File: config.mk
export PLATFORM = sky130hd
export DESIGN_NAME = single_wire_sensor_frame_receiver_core
export DESIGN_NICKNAME = d
export VERILOG_FILES = /design/src/hdl/swsfr_pkg.sv /design/src/hdl/swsfr_step.sv /design/src/hdl/single_wire_sensor_frame_receiver_core.sv
export VERILOG_INCLUDE_DIRS = /design/src /design/src/hdl
export SDC_FILE = /design/constraint.sdc
export NUM_CORES = 1
export LEC_CHECK = 0
export BUFFER_PORTS_ARGS = -buffer_cell sky130_fd_sc_hd__buf_4
export CORE_MARGIN = 8
export CORE_UTILIZATION = 41
export CTS_BUF_LIST = sky130_fd_sc_hd__clkbuf_2 sky130_fd_sc_hd__clkbuf_4 sky130_fd_sc_hd__clkbuf_8
export DETAILED_ROUTE_END_ITERATION = 12
export GPL_TIMING_DRIVEN = 0
export SLEW_MARGIN = 20
export SYNTH_ARGS = -nofsm -noshare
export SYNTH_HDL_FRONTEND = slang
export SYNTH_HIERARCHICAL = 1
export SYNTH_SLANG_ARGS = --single-unit
File: constraint.sdc
create_clock -name clock -period 10.9 [get_ports clock]
set_input_delay 0.545 -clock clock [delete_from_list [all_inputs] [get_ports clock]]
set_output_delay 0.545 -clock clock [all_outputs]
set_load 0.02 [all_outputs]
File: src/hdl/single_wire_sensor_frame_receiver_core_assert.svh
// Assertion macros used by the frame receiver core.
// Needs no other file; ASSERT_OFF compiles them to nothing.
`ifndef SINGLE_WIRE_SENSOR_FRAME_RECEIVER_CORE_ASSERT_SVH
`define SINGLE_WIRE_SENSOR_FRAME_RECEIVER_CORE_ASSERT_SVH

`ifndef ASSERT_OFF
// expr must hold at every clock edge outside reset
`define SWSFR_ASSERT_ALWAYS(label, clk, rst, expr) \
   label: assert property (@(posedge clk) disable iff (rst) (expr)) \
      else $error("swsfr invariant violated");
// cons must hold in the cycle after ante
`define SWSFR_ASSERT_NEXT(label, clk, rst, ante, cons) \
   label: assert property (@(posedge clk) disable iff (rst) (ante) |=> (cons)) \
      else $error("swsfr sequence violated");
`else
`define SWSFR_ASSERT_ALWAYS(label, clk, rst, expr)
`define SWSFR_ASSERT_NEXT(label, clk, rst, ante, cons)
`endif

`endif

File: src/hdl/swsfr_pkg.sv
// Shared types and constants of the single-wire sensor frame receiver.
// No dependencies; used by swsfr_step and the core.
package swsfr_pkg;

   localparam int TICK_WIDTH      = 16;
   localparam int FRAME_BYTES     = 5;
   localparam int CSR_INDEX_WIDTH = 3;

   // item kinds
   localparam logic [1:0] REQ_START  = 2'd0;
   localparam logic [1:0] REQ_PULSE  = 2'd1;
   localparam logic [1:0] REQ_FINISH = 2'd2;

   // phase codes
   localparam logic [2:0] PH_IDLE       = 3'd0;
   localparam logic [2:0] PH_RESPONSE   = 3'd1;
   localparam logic [2:0] PH_FIRST_BYTE = 3'd2;
   localparam logic [2:0] PH_LAST_BYTE  = 3'd6;

   // status codes
   localparam logic [2:0] ST_OK        = 3'd0;
   localparam logic [2:0] ST_HOST_INIT = 3'd1;
   localparam logic [2:0] ST_RESPONSE  = 3'd2;
   localparam logic [2:0] ST_DATA      = 3'd3;
   localparam logic [2:0] ST_CHECKSUM  = 3'd4;

   // low bytes substituted into both words on a failed finish
   localparam logic [7:0] LO_BAD_SUM    = 8'd4;
   localparam logic [7:0] LO_INCOMPLETE = 8'd2;

   localparam logic [2:0] BIT_MSB = 3'd7;

   // register indexes
   localparam logic [CSR_INDEX_WIDTH-1:0] CSR_HOST_RELEASE_MIN = 3'd0;
   localparam logic [CSR_INDEX_WIDTH-1:0] CSR_HOST_RELEASE_MAX = 3'd1;
   localparam logic [CSR_INDEX_WIDTH-1:0] CSR_RESPONSE_MIN     = 3'd2;
   localparam logic [CSR_INDEX_WIDTH-1:0] CSR_RESPONSE_MAX     = 3'd3;
   localparam logic [CSR_INDEX_WIDTH-1:0] CSR_ZERO_HIGH_MAX    = 3'd4;

   // register reset values
   localparam logic [TICK_WIDTH-1:0] HOST_RELEASE_MIN_RST = 16'd10;
   localparam logic [TICK_WIDTH-1:0] HOST_RELEASE_MAX_RST = 16'd50;
   localparam logic [TICK_WIDTH-1:0] RESPONSE_MIN_RST     = 16'd60;
   localparam logic [TICK_WIDTH-1:0] RESPONSE_MAX_RST     = 16'd100;
   localparam logic [TICK_WIDTH-1:0] ZERO_HIGH_MAX_RST    = 16'd40;

   typedef struct packed {
      logic [TICK_WIDTH-1:0] host_release_min;
      logic [TICK_WIDTH-1:0] host_release_max;
      logic [TICK_WIDTH-1:0] response_min;
      logic [TICK_WIDTH-1:0] response_max;
      logic [TICK_WIDTH-1:0] zero_high_max;
   } cfg_type;

   typedef struct packed {
      logic [2:0]                  phase;
      logic [2:0]                  bit_index;
      logic [FRAME_BYTES-1:0][7:0] frame_bytes;
      logic [2:0]                  status;
   } frame_state_type;

endpackage

File: src/hdl/swsfr_step.sv
// Next-state logic of the frame receiver for one item.
// Depends on swsfr_pkg.
module swsfr_step (
   input  swsfr_pkg::cfg_type         cfg,
   input  swsfr_pkg::frame_state_type cur,
   input  logic [1:0]                 req_type,
   input  logic [swsfr_pkg::TICK_WIDTH-1:0] pulse_ticks,
   output swsfr_pkg::frame_state_type nxt
);

   logic [2:0] byte_sel;
   logic [2:0] bit_pos;
   logic [2:0] bit_next;
   logic [7:0] sum;
   logic       bit_one;
   logic       host_ok;
   logic       resp_ok;

   assign byte_sel = cur.phase - swsfr_pkg::PH_FIRST_BYTE;
   assign bit_pos  = swsfr_pkg::BIT_MSB - cur.bit_index;
   assign bit_next = cur.bit_index + 3'd1;
   assign sum      = cur.frame_bytes[0] + cur.frame_bytes[1]
                   + cur.frame_bytes[2] + cur.frame_bytes[3];
   assign bit_one  = pulse_ticks > cfg.zero_high_max;
   assign host_ok  = (pulse_ticks > cfg.host_release_min) &&
                     (pulse_ticks < cfg.host_release_max);
   assign resp_ok  = (pulse_ticks > cfg.response_min) &&
                     (pulse_ticks < cfg.response_max);

   always_comb begin
      nxt = cur;
      case (req_type)
         swsfr_pkg::REQ_START: begin
            nxt        = '0;
            nxt.phase  = swsfr_pkg::PH_IDLE;
            nxt.status = swsfr_pkg::ST_HOST_INIT;
         end
         swsfr_pkg::REQ_PULSE: begin
            if (cur.phase == swsfr_pkg::PH_IDLE) begin
               if (host_ok) nxt.phase = swsfr_pkg::PH_RESPONSE;
               nxt.status = swsfr_pkg::ST_RESPONSE;
            end else if (cur.phase == swsfr_pkg::PH_RESPONSE) begin
               if (resp_ok) begin
                  nxt.phase     = swsfr_pkg::PH_FIRST_BYTE;
                  nxt.bit_index = '0;
               end
               nxt.status = swsfr_pkg::ST_DATA;
            end else if (cur.phase inside
                         {[swsfr_pkg::PH_FIRST_BYTE:swsfr_pkg::PH_LAST_BYTE]}) begin
               for (int i = 0; i < swsfr_pkg::FRAME_BYTES; i++) begin
                  if (bit_one && byte_sel == 3'(i))
                     nxt.frame_bytes[i][bit_pos] = 1'b1;
               end
               nxt.bit_index = bit_next;
               if (bit_next == 3'd0) begin
                  if (cur.phase == swsfr_pkg::PH_LAST_BYTE) begin
                     nxt.phase  = swsfr_pkg::PH_IDLE;
                     nxt.status = swsfr_pkg::ST_CHECKSUM;
                  end else begin
                     nxt.phase  = cur.phase + 3'd1;
                     nxt.status = swsfr_pkg::ST_DATA;
                  end
               end
            end
         end
         swsfr_pkg::REQ_FINISH: begin
            if (cur.status == swsfr_pkg::ST_CHECKSUM) begin
               if (sum == cur.frame_bytes[4]) begin
                  nxt.status = swsfr_pkg::ST_OK;
               end else begin
                  nxt.frame_bytes[0] = 8'd0;
                  nxt.frame_bytes[1] = swsfr_pkg::LO_BAD_SUM;
                  nxt.frame_bytes[2] = 8'd0;
                  nxt.frame_bytes[3] = swsfr_pkg::LO_BAD_SUM;
               end
            end else begin
               nxt.frame_bytes[0] = 8'd0;
               nxt.frame_bytes[1] = swsfr_pkg::LO_INCOMPLETE;
               nxt.frame_bytes[2] = 8'd0;
               nxt.frame_bytes[3] = swsfr_pkg::LO_INCOMPLETE;
            end
         end
         default: ;  // unused code leaves the state alone
      endcase
   end

endmodule

File: src/hdl/single_wire_sensor_frame_receiver_core.sv
// Accepted items wait in the input register until the step logic updates the frame state.
// Throughput: one item per cycle; only a stalled result holds back the input register.
// The frame state register doubles as the result register, so it moves only when the
// result side can take a new item.
// Reset (synchronous, active high) clears both valids, sets phase idle, status host
// init, clears the frame bytes and loads the register defaults.
`include "single_wire_sensor_frame_receiver_core_assert.svh"

module single_wire_sensor_frame_receiver_core (
   input  logic                                   clock,
   input  logic                                   reset,
   // item input
   input  logic                                   req_valid,
   output logic                                   req_stall,
   input  logic [1:0]                             req_type,
   input  logic [swsfr_pkg::TICK_WIDTH-1:0]       req_pulse_ticks,
   // result output
   output logic                                   rsp_valid,
   input  logic                                   rsp_stall,
   output logic [2:0]                             rsp_status,
   output logic [15:0]                            rsp_humidity_word,
   output logic [15:0]                            rsp_temperature_word,
   output logic [7:0]                             rsp_checksum_byte,
   output logic [2:0]                             rsp_phase,
   // register writes
   input  logic                                   csr_valid,
   output logic                                   csr_ready,
   input  logic [swsfr_pkg::CSR_INDEX_WIDTH-1:0]  csr_index,
   input  logic [swsfr_pkg::TICK_WIDTH-1:0]       csr_wdata
);

   // input register (item waiting for the step logic)
   logic                               in_valid_ff, in_valid_in;
   logic [1:0]                         in_type_ff;
   logic [swsfr_pkg::TICK_WIDTH-1:0]   in_ticks_ff;

   // frame state, also the result payload
   swsfr_pkg::frame_state_type         state_ff, state_in, state_step;
   logic                               rsp_valid_ff, rsp_valid_in;

   swsfr_pkg::cfg_type                 cfg_ff, cfg_in;

   logic advance;   // result slot free or being taken this edge
   logic req_take;

   // Result slot can be refilled when empty or when its item leaves now.
   assign advance   = !rsp_valid_ff || !rsp_stall;
   assign req_stall = in_valid_ff && !advance;
   assign req_take  = req_valid && !req_stall;

   // writes must be issued only while idle (the block does not enforce this); the port is always open
   assign csr_ready = 1'b1;

   swsfr_step u_step (
      .cfg         (cfg_ff),
      .cur         (state_ff),
      .req_type    (in_type_ff),
      .pulse_ticks (in_ticks_ff),
      .nxt         (state_step)
   );

   always_comb begin
      in_valid_in  = (in_valid_ff && !advance) || req_take;
      rsp_valid_in = advance ? in_valid_ff : rsp_valid_ff;
      state_in     = (advance && in_valid_ff) ? state_step : state_ff;
   end

   always_comb begin
      cfg_in = cfg_ff;
      if (csr_valid && csr_ready) begin
         case (csr_index)
            swsfr_pkg::CSR_HOST_RELEASE_MIN: cfg_in.host_release_min = csr_wdata;
            swsfr_pkg::CSR_HOST_RELEASE_MAX: cfg_in.host_release_max = csr_wdata;
            swsfr_pkg::CSR_RESPONSE_MIN:     cfg_in.response_min     = csr_wdata;
            swsfr_pkg::CSR_RESPONSE_MAX:     cfg_in.response_max     = csr_wdata;
            swsfr_pkg::CSR_ZERO_HIGH_MAX:    cfg_in.zero_high_max    = csr_wdata;
            default: ;  // writes past the list are dropped
         endcase
      end
   end

   always_ff @(posedge clock) begin
      if (reset) begin
         in_valid_ff  <= 1'b0;
         rsp_valid_ff <= 1'b0;
         state_ff     <= '{phase:       swsfr_pkg::PH_IDLE,
                           bit_index:   3'd0,
                           frame_bytes: '0,
                           status:      swsfr_pkg::ST_HOST_INIT};
         cfg_ff       <= '{host_release_min: swsfr_pkg::HOST_RELEASE_MIN_RST,
                           host_release_max: swsfr_pkg::HOST_RELEASE_MAX_RST,
                           response_min:     swsfr_pkg::RESPONSE_MIN_RST,
                           response_max:     swsfr_pkg::RESPONSE_MAX_RST,
                           zero_high_max:    swsfr_pkg::ZERO_HIGH_MAX_RST};
      end else begin
         in_valid_ff  <= in_valid_in;
         rsp_valid_ff <= rsp_valid_in;
         state_ff     <= state_in;
         cfg_ff       <= cfg_in;
      end
   end

   // payload of the input register needs no reset
   always_ff @(posedge clock) begin
      if (req_take) begin
         in_type_ff  <= req_type;
         in_ticks_ff <= req_pulse_ticks;
      end
   end

   // result fields straight from the frame state
   assign rsp_valid            = rsp_valid_ff;
   assign rsp_status           = state_ff.status;
   assign rsp_humidity_word    = {state_ff.frame_bytes[0], state_ff.frame_bytes[1]};
   assign rsp_temperature_word = {state_ff.frame_bytes[2], state_ff.frame_bytes[3]};
   assign rsp_checksum_byte    = state_ff.frame_bytes[4];
   assign rsp_phase            = state_ff.phase;

   // ---- checks ----
   // outside a byte phase the bit counter is always back at zero
   `SWSFR_ASSERT_ALWAYS(a_bit_index_idle, clock, reset,
      (state_ff.phase != swsfr_pkg::PH_IDLE && state_ff.phase != swsfr_pkg::PH_RESPONSE)
      || state_ff.bit_index == 3'd0)
   // checksum pending or ok only once the frame is back in idle
   `SWSFR_ASSERT_ALWAYS(a_status_phase, clock, reset,
      (state_ff.status != swsfr_pkg::ST_OK && state_ff.status != swsfr_pkg::ST_CHECKSUM)
      || state_ff.phase == swsfr_pkg::PH_IDLE)
   // a waiting item that moves on always produces a result
   `SWSFR_ASSERT_NEXT(a_item_to_result, clock, reset, in_valid_ff && advance, rsp_valid_ff)
   // the frame state never moves while a result is held
   `SWSFR_ASSERT_NEXT(a_state_held, clock, reset, rsp_valid_ff && rsp_stall,
      $stable(state_ff))

endmodule
Word level (Yosys, flattened, before mapping)

Index checks and enable logic that the tools add are counted.
Widths: inputs -> output; s select.

Memories kept: 0
RAM bits: 0
Output and inout bits: 49
Register bits after elaboration: 149
Memory bits (read-only): 0
Word-level logic and storage cells: 133
Bits in latches: 0

Bitwise gates (word level): 5
$mul: 0
Magnitude comparators: 9
Add/subtract/negate cells: 7
Equality and inequality tests: 31
Muxes and demuxes: 26
Div/mod/pow operators: 0
Shifts and indexed selects: 0
Reductions and logical operators: 38

Operator list:

| kind               | number |
|---|---|
| $pmux 35 s3        | 1 |
| $mux 32            | 2 |
| $mux 49            | 1 |
| $gt 16x16->1       | 3 |
| $mux 43            | 1 |
| $mux 40            | 1 |
| $mux 8             | 5 |
| $or 8x8->8         | 5 |
| $lt 16x16->1       | 2 |
| $mux 3             | 10 |
| $pmux 14 s2        | 1 |
| $reduce_and 7->1   | 4 |
| $add 8x8->8        | 3 |
| $reduce_and 6->1   | 3 |
| $ne 2x1->1 const B | 8 |
| $eq 3x2->1 const B | 4 |
| $eq 3x3->1 const B | 4 |
| $logic_and 1x1->1  | 12 |
| $logic_not 3->1    | 4 |
| $mux 6             | 2 |
| $reduce_and 2->1   | 5 |
| $eq 3x1->1 const B | 3 |
| $eq 8x8->1         | 1 |
| $ne 4x1->1 const B | 2 |
| 22 further kinds   | 29 |

Logic depth before layout (Yosys ltp)

Gate-level depths: netlist (run 1).

Word-level depth: 11
Depth in mapped cells: 17
Gate-level depth less buffers: 16

Cells and area by module

Netlist (run 1), hierarchy kept.

Modules (own cells, without submodules):

| module                                 | area an instance (µm²) | instances | cells each | seq. area each (µm²) |
|---|---|---|---|---|
| single_wire_sensor_frame_receiver_core | 6341.1                 | 1         | 576        | 3163.0 |
| swsfr_step                             | 3727.3                 | 1         | 514        | 0.0 |

Worst setup path after synthesis (run 1)

Ideal clock, no wire load.

Kind: flip-flop to flip-flop
Start point: register state_ff, in the netlist rsp_humidity_word[9]
End point: register state_ff, in the netlist rsp_temperature_word[13]
Required time: 10828 ps
Library setup time: 72 ps
Period minus slack after synthesis: 3569 ps
Arrival: 3498 ps
Buffers on the path: 1
Cell stages (with the launch flop): 18
Setup slack: 7331 ps
Cell sequence: dfxtp_1 fa_1 inv_1 fa_1 inv_1 ha_1 inv_1 fa_1 nand3b_1 nand2_1 xnor2_1 o311ai_0 nor4_4 a21o_4 buf_8 o2bb2ai_1 nand2b_1 mux2i_1

Cells in the longest elaborated chain, start to end: 6

RTL lines:

| element                           | line                                         | text |
|---|---|---|
| start, declared                   | single_wire_sensor_frame_receiver_core.sv:38 | `swsfr_pkg::frame_state_type state_ff, state_in, state_step;` |
| start signal, assigned            | single_wire_sensor_frame_receiver_core.sv:86 | `state_ff <= '{phase: swsfr_pkg::PH_IDLE,` |
| start signal, assigned            | single_wire_sensor_frame_receiver_core.sv:98 | `state_ff <= state_in;` |
| $add 8x8->8                       | swsfr_step.sv:22                             | `assign sum = cur.frame_bytes[0] + cur.frame_bytes[1]` |
| $add 8x8->8 (2 in a row)          | swsfr_step.sv:23                             | `+ cur.frame_bytes[2] + cur.frame_bytes[3];` |
| $eq 8x8->1                        | swsfr_step.sv:68                             | `if (sum == cur.frame_bytes[4]) begin` |
| $ne 3x3->1 (no source line)       | n/a                                          |  |
| $reduce_and 7->1 (no source line) | n/a                                          |  |

No other way between the ends.
A chain may end at the register's enable or synchronous reset.

Worst setup path in the final report (run 1)

Start point: register state_ff, in the netlist rsp_humidity_word[1]
End point: register state_ff, in the netlist rsp_humidity_word[15]

Same word-level chain as after synthesis.

==> results.json, run 1 <==
{
  "cts_tree": "yes",
  "die_area_um2": 29800,
  "area_growth_pct": 14.7,
  "drt_iter0_drc": 455,
  "synthArstFlopShare_pct": 0,
  "finalPower_mw": 1.16,
  "io_pins": 91,
  "cts_buffers": 17,
  "layout.nets": 1343,
  "critical_path_peak_fanout": 10,
  "cts-root-buf": "clkbuf_8",
  "critical_path.slowest_cell": "dfxtp_1",
  "finalHoldViolCount": 0,
  "rows": 57,
  "grt-ovfl-total": 0,
  "p_comb_share_pct": 12.2,
  "slowest_delay_ns": 0.50,
  "fin_crit_ns": 4.25,
  "grt_pass1_wl_um": 43000,
  "avgSynthCellArea_um2": 9.24,
  "synth_top_family_by_area": "simple AND/OR/NAND/NOR gates",
  "drc": 0,
  "cts.repair.resized": 0,
  "grt_pass1_vias": 7981,
  "hold_depth": 1,
  "vias": 7801,
  "antenna_found_initial": 0,
  "synth_area_leaders": "dfxtp_1 (26%), mux2i_1 (13%), nand2b_1 (12%)",
  "postSynthCellCount": 1090,
  "path_class": "reg -> reg",
  "cp_data_required_time_ns": 11.29,
  "num-fill-cells": 2429,
  "crit_chain": "fa_1 -> inv_1 -> fa_1 -> inv_1 -> ha_1 -> inv_1 -> fa_1 -> nand3b_1 -> nand2_1 -> xnor2_1 -> o311ai_0 -> nor4_4 -> a21oi_2 -> buf_6 -> nor2_2 -> nand2b_1 -> mux2i_1",
  "preCtsSetupSlack_ns": 6.71,
  "status": "finished, final reports clean",
  "fmax_mhz": 235,
  "core_um2": 24200,
  "leakage_nw": 4.97,
  "rr_worst_depth": 17,
  "clk_latency_ns": 0.47,
  "wl_per_cell_um": 17.8,
  "hold_buffers": 0,
  "wl_met3_um": 1040,
  "synth_edf_count": 18,
  "drv_cap": 0,
  "worstSetupEndpointType": "register",
  "synth-seq-cells": 149,
  "synthMuxAreaShare_pct": 12.8,
  "highest_layer": "met4",
  "h-tree-depth": 4,
  "grt_max_degree": 19,
  "p_per_area_nw_per_um2": 101,
  "synth_flop_cell": "dfxtp_1",
  "ant_nets": 0,
  "dr.pass1.iters": 4,
  "synth_compound_area_share_pct": 10.6,
  "globalplace.congestion": 0.866,
  "hpwlAfterDp_um": 20600,
  "switching_power_mw": 0.319,
  "setup_ws_ns": 6.65,
  "grt_usage_pct": 18.2,
  "slew_headroom_pct": 34.5,
  "synth_adder_area_share_pct": 14.1,
  "arrival_ns": 4.64,
  "n_antenna_cell": 0,
  "post_cts.repair.setup_buffers": 0,
  "r2r_slack_ns": 6.65,
  "switching_share_pct": 27.4,
  "drive_above_1_share_pct": 17.4,
  "tightest_slew_ns": 0.982,
  "synth_cell_type_count": 68,
  "post-route-period-util_pct": 39.0,
  "yosysSeqAreaShare_pct": 31.4,
  "synth_simple_gate_area_share_pct": 19.3,
  "die_w_um": 173,
  "drt-vias-per-instance": 5.09,
  "port_buffers": 88,
  "finalSetupViolations": 0,
  "clockBufferDepth": 2,
  "finalWirelength_um": 27300,
  "synth_top_area_share_pct": 26.0,
  "synthXorXnorAreaFrac_pct": 1.48,
  "hp-class": "in -> reg",
  "cts.clk_slew.worst_paths_ns": 0.09,
  "worst_setup_path_start_kind": "register",
  "setup_tns_ns": 0,
  "clock_sinks": 149,
  "netlist_area_um2": 10100,
  "seq_power_share_pct": 49.7,
  "wirelength_met1_um": 12100,
  "pwr-share-clk_pct": 38.2,
  "die_h_um": 173,
  "met2WireLength_um": 13500,
  "ir_worst_vdd_uv": 70.1,
  "maxSlewViolCount": 0,
  "synthesis.nets": 1236,
  "clock_skew_ns": 0.0239,
  "ys_warn_count": 6,
  "p_int_mw": 0.845,
  "yosys.area.top_type": "dfxtp_1",
  "start_util_pct": 41.5,
  "rsz0062_at_grt": "no"
}
## stage by stage
stage	instance area [µm²]	utilization (%)	hold slack, ns	cells
2_1_floorplan	10100	-	0.449	1090
3_3_place_gp	11100	45.9	0.461	1502
3_5_place_dp	11100	45.9	0.461	1502
4_1_cts	11500	47.6	0.218	1534
5_1_grt	11500	47.6	0.215	1534
6_report	11500	47.6	0.246	1534
## cells by family (layout without fill, tap and decap cells)
kind of cell	Yosys count	in the layout
DFF	149	149
muxes	129	129
buffers and inverters	195	315
xor gates and xnor gates	17	17
AOI/OAI and AO/OA	157	157
and+or+nand+nor	337	337
adders and majority gates	105	105
other	1	1
## cells in the mapped netlist (all sizes together) (7+ instances only)
cell type and count:
nand2b 187, dfxtp 131, mux2i 129, inv 100, ha 90, buf 70
nor2 55, a21oi 43, o21ai 32, nand2 29, clkbuf 25, edfxtp 18
nand3 15, fa 14, nand4 13, a21o 11, o2bb2ai 11, xnor2 11
o211ai 9, o21a 9, a211oi 8, nor3 7
## sequential cells by signal, indices dropped and copies added, names as in the netlist
register,flops
rsp_checksum_byte,8
rsp_temperature_word,16
rsp_phase,3
in_type_ff,2
rsp_status,3
rsp_valid,1
cfg_ff,80
in_ticks_ff,16
rsp_humidity_word,16
state_ff,3
in_valid_ff,1
## power by group through the flow
| stage | Sequential, mW | Combinational [mW] | Clock [mW] |
|---|---|---|---|
| finish | 0.579 | 0.142 | 0.445 |
| global route | 0.580 | 0.155 | 0.475 |
| CTS | 0.579 | 0.142 | 0.457 |
| detailed placement | 0.591 | 0.142 | 0 |
| global placement | 0.591 | 0.139 | 0 |
| floorplan | 0.587 | 0.0932 | 0 |
## worst max-delay path, delay by kind of cell, from the launching register on
family	cells	cell delay, ns
fa+ha+maj	4	1.50
buf+inv	4	0.48
mux	1	0.13
xor+xnor	1	0.14
simple gates	5	0.95
compound gates	2	0.46
flops	1	0.50
## placed cells by master, fill, tap and decap left out, types with 29 or more instances in the layout
| cell type | Yosys | routed |
|---|---|---|
| dfxtp_1 | 131 | 131 |
| nor2_1 | 50 | 49 |
| a21oi_1 | 38 | 38 |
| ha_1 | 90 | 90 |
| nand2b_1 | 187 | 187 |
| mux2i_1 | 129 | 129 |
| o21ai_0 | 32 | 32 |
| buf_4 | 56 | 144 |
| nand2_1 | 29 | 29 |
| inv_1 | 99 | 99 |
## cell type report
type	instances	area (µm²)	share of cell area, %
sequential	149	3160	27.4
timing repair buffer	88	661	5.72
inverter	100	378	3.27
buffer	95	652	5.65
multi-input combinational	746	5880	51.0
tap	324	405	3.51
clock inverter	13	146	1.27
clock buffer	19	255	2.21
## per-layer routing
layer | vias to the layer above | track usage [%]
met5 | - | 0
met4 | 0 | 6.93
met3 | 45 | 3.49
met2 | 164 | 32.0
met1 | 3709 | 21.7
li1 | 3883 | -
## final timing paths
path,start,to
max reg2reg,rsp_humidity_word[1],rsp_humidity_word[15]
max,rsp_humidity_word[1],rsp_humidity_word[15]
min,req_pulse_ticks[8],in_ticks_ff[8]
min reg2reg,cfg_ff[72],cfg_ff[72]
Note: power is estimated with default switching activity, not from simulation.
==> run 2: changes to the inputs <==
Clock period 10.9 ns to 4.4 ns, I/O delays scaled along.
==> run 2 against run 1 <==
Total power rose by 150%. Global-route usage rose by 0.10 points. Sequential power rose by 150%. Non-clock buffer count rose by 21. Critical path depth did not move. Clock skew barely moved. First-iteration DRC count rose by 12%. Core utilization rose by 0.86 points. Worst setup slack got worse by 6.3 ns. Via count rose by 1.4%. Sequential share of layout area fell by 0.48 points. Largest cell class unchanged.
==> results.json, run 2 (synthesized netlist as in run 1, its figures left out) <==
{
  "status": "finished, final reports clean",
  "clock_skew_ns": 0.0241,
  "core_um2": 24200,
  "largest_register_ffs": 80,
  "p_per_area_nw_per_um2": 247,
  "p_comb_share_pct": 12.6,
  "io_pins": 91,
  "clock_sinks": 149,
  "maxSlewViolCount": 0,
  "regMostFlops": "cfg_ff",
  "ir_worst_vdd_uv": 176,
  "post-route-period-util_pct": 91.5,
  "cts.repair.resized": 0,
  "setup_tns_ns": 0,
  "critical_path_peak_fanout": 10,
  "cts_buffers": 17,
  "clk_latency_ns": 0.47,
  "drive_above_1_share_pct": 17.2,
  "antenna_found_initial": 0,
  "fin_crit_ns": 4.03,
  "pwr-share-clk_pct": 38.0,
  "finalHoldViolCount": 0,
  "p_int_mw": 2.11,
  "switching_power_mw": 0.796,
  "finalWirelength_um": 27500,
  "ant_nets": 0,
  "rsz0062_at_grt": "no",
  "final_cell_mix": "nand2b_1 (187), buf_4 (145), dfxtp_1 (131)",
  "cts_tree": "yes",
  "worstSetupEndpointType": "register",
  "die_w_um": 173,
  "arrival_ns": 4.42,
  "port_buffers": 88,
  "globalplace.congestion": 0.866,
  "grt_max_degree": 19,
  "drt-vias-per-instance": 5.08,
  "final_common_cell": "nand2b_1",
  "wl_per_cell_um": 17.7,
  "leakage_nw": 5.05,
  "grt_usage_pct": 18.3,
  "worst_setup_path_start_kind": "register",
  "hp-class": "in -> reg",
  "grt_pass1_wl_um": 43200,
  "seq_power_share_pct": 49.4,
  "tightest_slew_ns": 0.986,
  "path_class": "reg -> reg",
  "hold_ws_ns": 0.0417,
  "grt-ovfl-total": 0,
  "layout.nets": 1364,
  "cts.clk_slew.worst_paths_ns": 0.08,
  "h-tree-depth": 4,
  "setup_ws_ns": 0.373,
  "die_area_um2": 29800,
  "n_antenna_cell": 0,
  "die_h_um": 173,
  "cp_data_required_time_ns": 4.79,
  "drt_iter0_drc": 508,
  "preCtsSetupSlack_ns": 0.205,
  "fmax_mhz": 248,
  "area_growth_pct": 16.7,
  "hpwlAfterDp_um": 20600,
  "finalSetupViolations": 0,
  "rows": 57,
  "drv_cap": 0,
  "slew_headroom_pct": 34.3,
  "start_util_pct": 41.5,
  "switching_share_pct": 27.4,
  "clockBufferDepth": 2,
  "grt_pass1_vias": 8084,
  "dr.pass1.iters": 6,
  "vias": 7907,
  "drc": 0,
  "cts-root-buf": "clkbuf_8"
}
==> run 2: cell count changes in the layout (fill, tap and decap cells not counted), sizes merged <==
cell	previous run	this run
dlygate4sd3	0	20
buf	158	159
==> run 2: power by group through the flow <==
stage | Clock [mW] | Combinational [mW] | Sequential [mW]
after floorplan | 0 | 0.231 | 1.45
after global placement | 0 | 0.345 | 1.47
after detailed placement | 0 | 0.351 | 1.47
after CTS | 1.13 | 0.366 | 1.43
after global routing | 1.18 | 0.402 | 1.44
final | 1.10 | 0.366 | 1.43
==> run 2: metal layers <==
layer | vias up | global-route usage, % | part of all wire [%]
li1 | 3925 | - | -
met1 | 3747 | 21.7 | 44
met2 | 187 | 32.3 | 49
met3 | 48 | 3.46 | 4.0
met4 | 0 | 6.93 | 2.8
met5 | - | 0 | 0
==> run 2: worst max-delay path: stages (launching register included) <==
cell and delay (ns):
dfxtp_1 0.50, fa_1 0.48, inv_1 0.09, fa_1 0.41, inv_1 0.08, ha_1 0.20, inv_1 0.07, fa_1 0.41
nand3b_1 0.18, nand2_1 0.10, xnor2_1 0.14, o311ai_0 0.24, nor4_4 0.31, a21oi_2 0.18, buf_6 0.24, nor2_1 0.10
nand2b_1 0.06, mux2i_1 0.14
==> run 2: worst paths after layout <==
path / start / end / slack [ns] / cells after the start
max: rsp_humidity_word[1] / rsp_temperature_word[8] / 0.37 / 17
max reg2reg: rsp_humidity_word[1] / rsp_temperature_word[8] / 0.37 / 17
min: req_valid / in_valid_ff / 0.04 / 3
min reg2reg: cfg_ff[72] / cfg_ff[72] / 0.48 / 2
==> run 2: area by class of cell <==
class                   instances  area (µm²)
plain buffers                  95         652
clock buffers                  19         255
clock inverters                13         146
fillers                      2406       12500
inverters                     100         378
multi-input cells             746        5880
flip-flops and latches        149        3160
well taps                     324         405
repair buffers                109         868
==> run 2: repair_timing <==
item / CTS / global route
hold buffers: 20 / 0
setup buffers: 0 / 1
endpoints found under the setup margin: 0 / 13
hold endpoints to repair: 20 / 0
==> run 2: metrics by stage <==
| step | power, mW | utilization (%) | cells | instance area (µm²) |
|---|---|---|---|---|
| after floorplan | 1.68 | - | 1090 | 10100 |
| after global placement | 1.81 | 45.9 | 1502 | 11100 |
| after detailed placement | 1.82 | 45.9 | 1502 | 11100 |
| after CTS | 2.93 | 48.4 | 1554 | 11700 |
| after global routing | 3.02 | 48.5 | 1555 | 11800 |
| final | 2.90 | 48.5 | 1555 | 11800 |
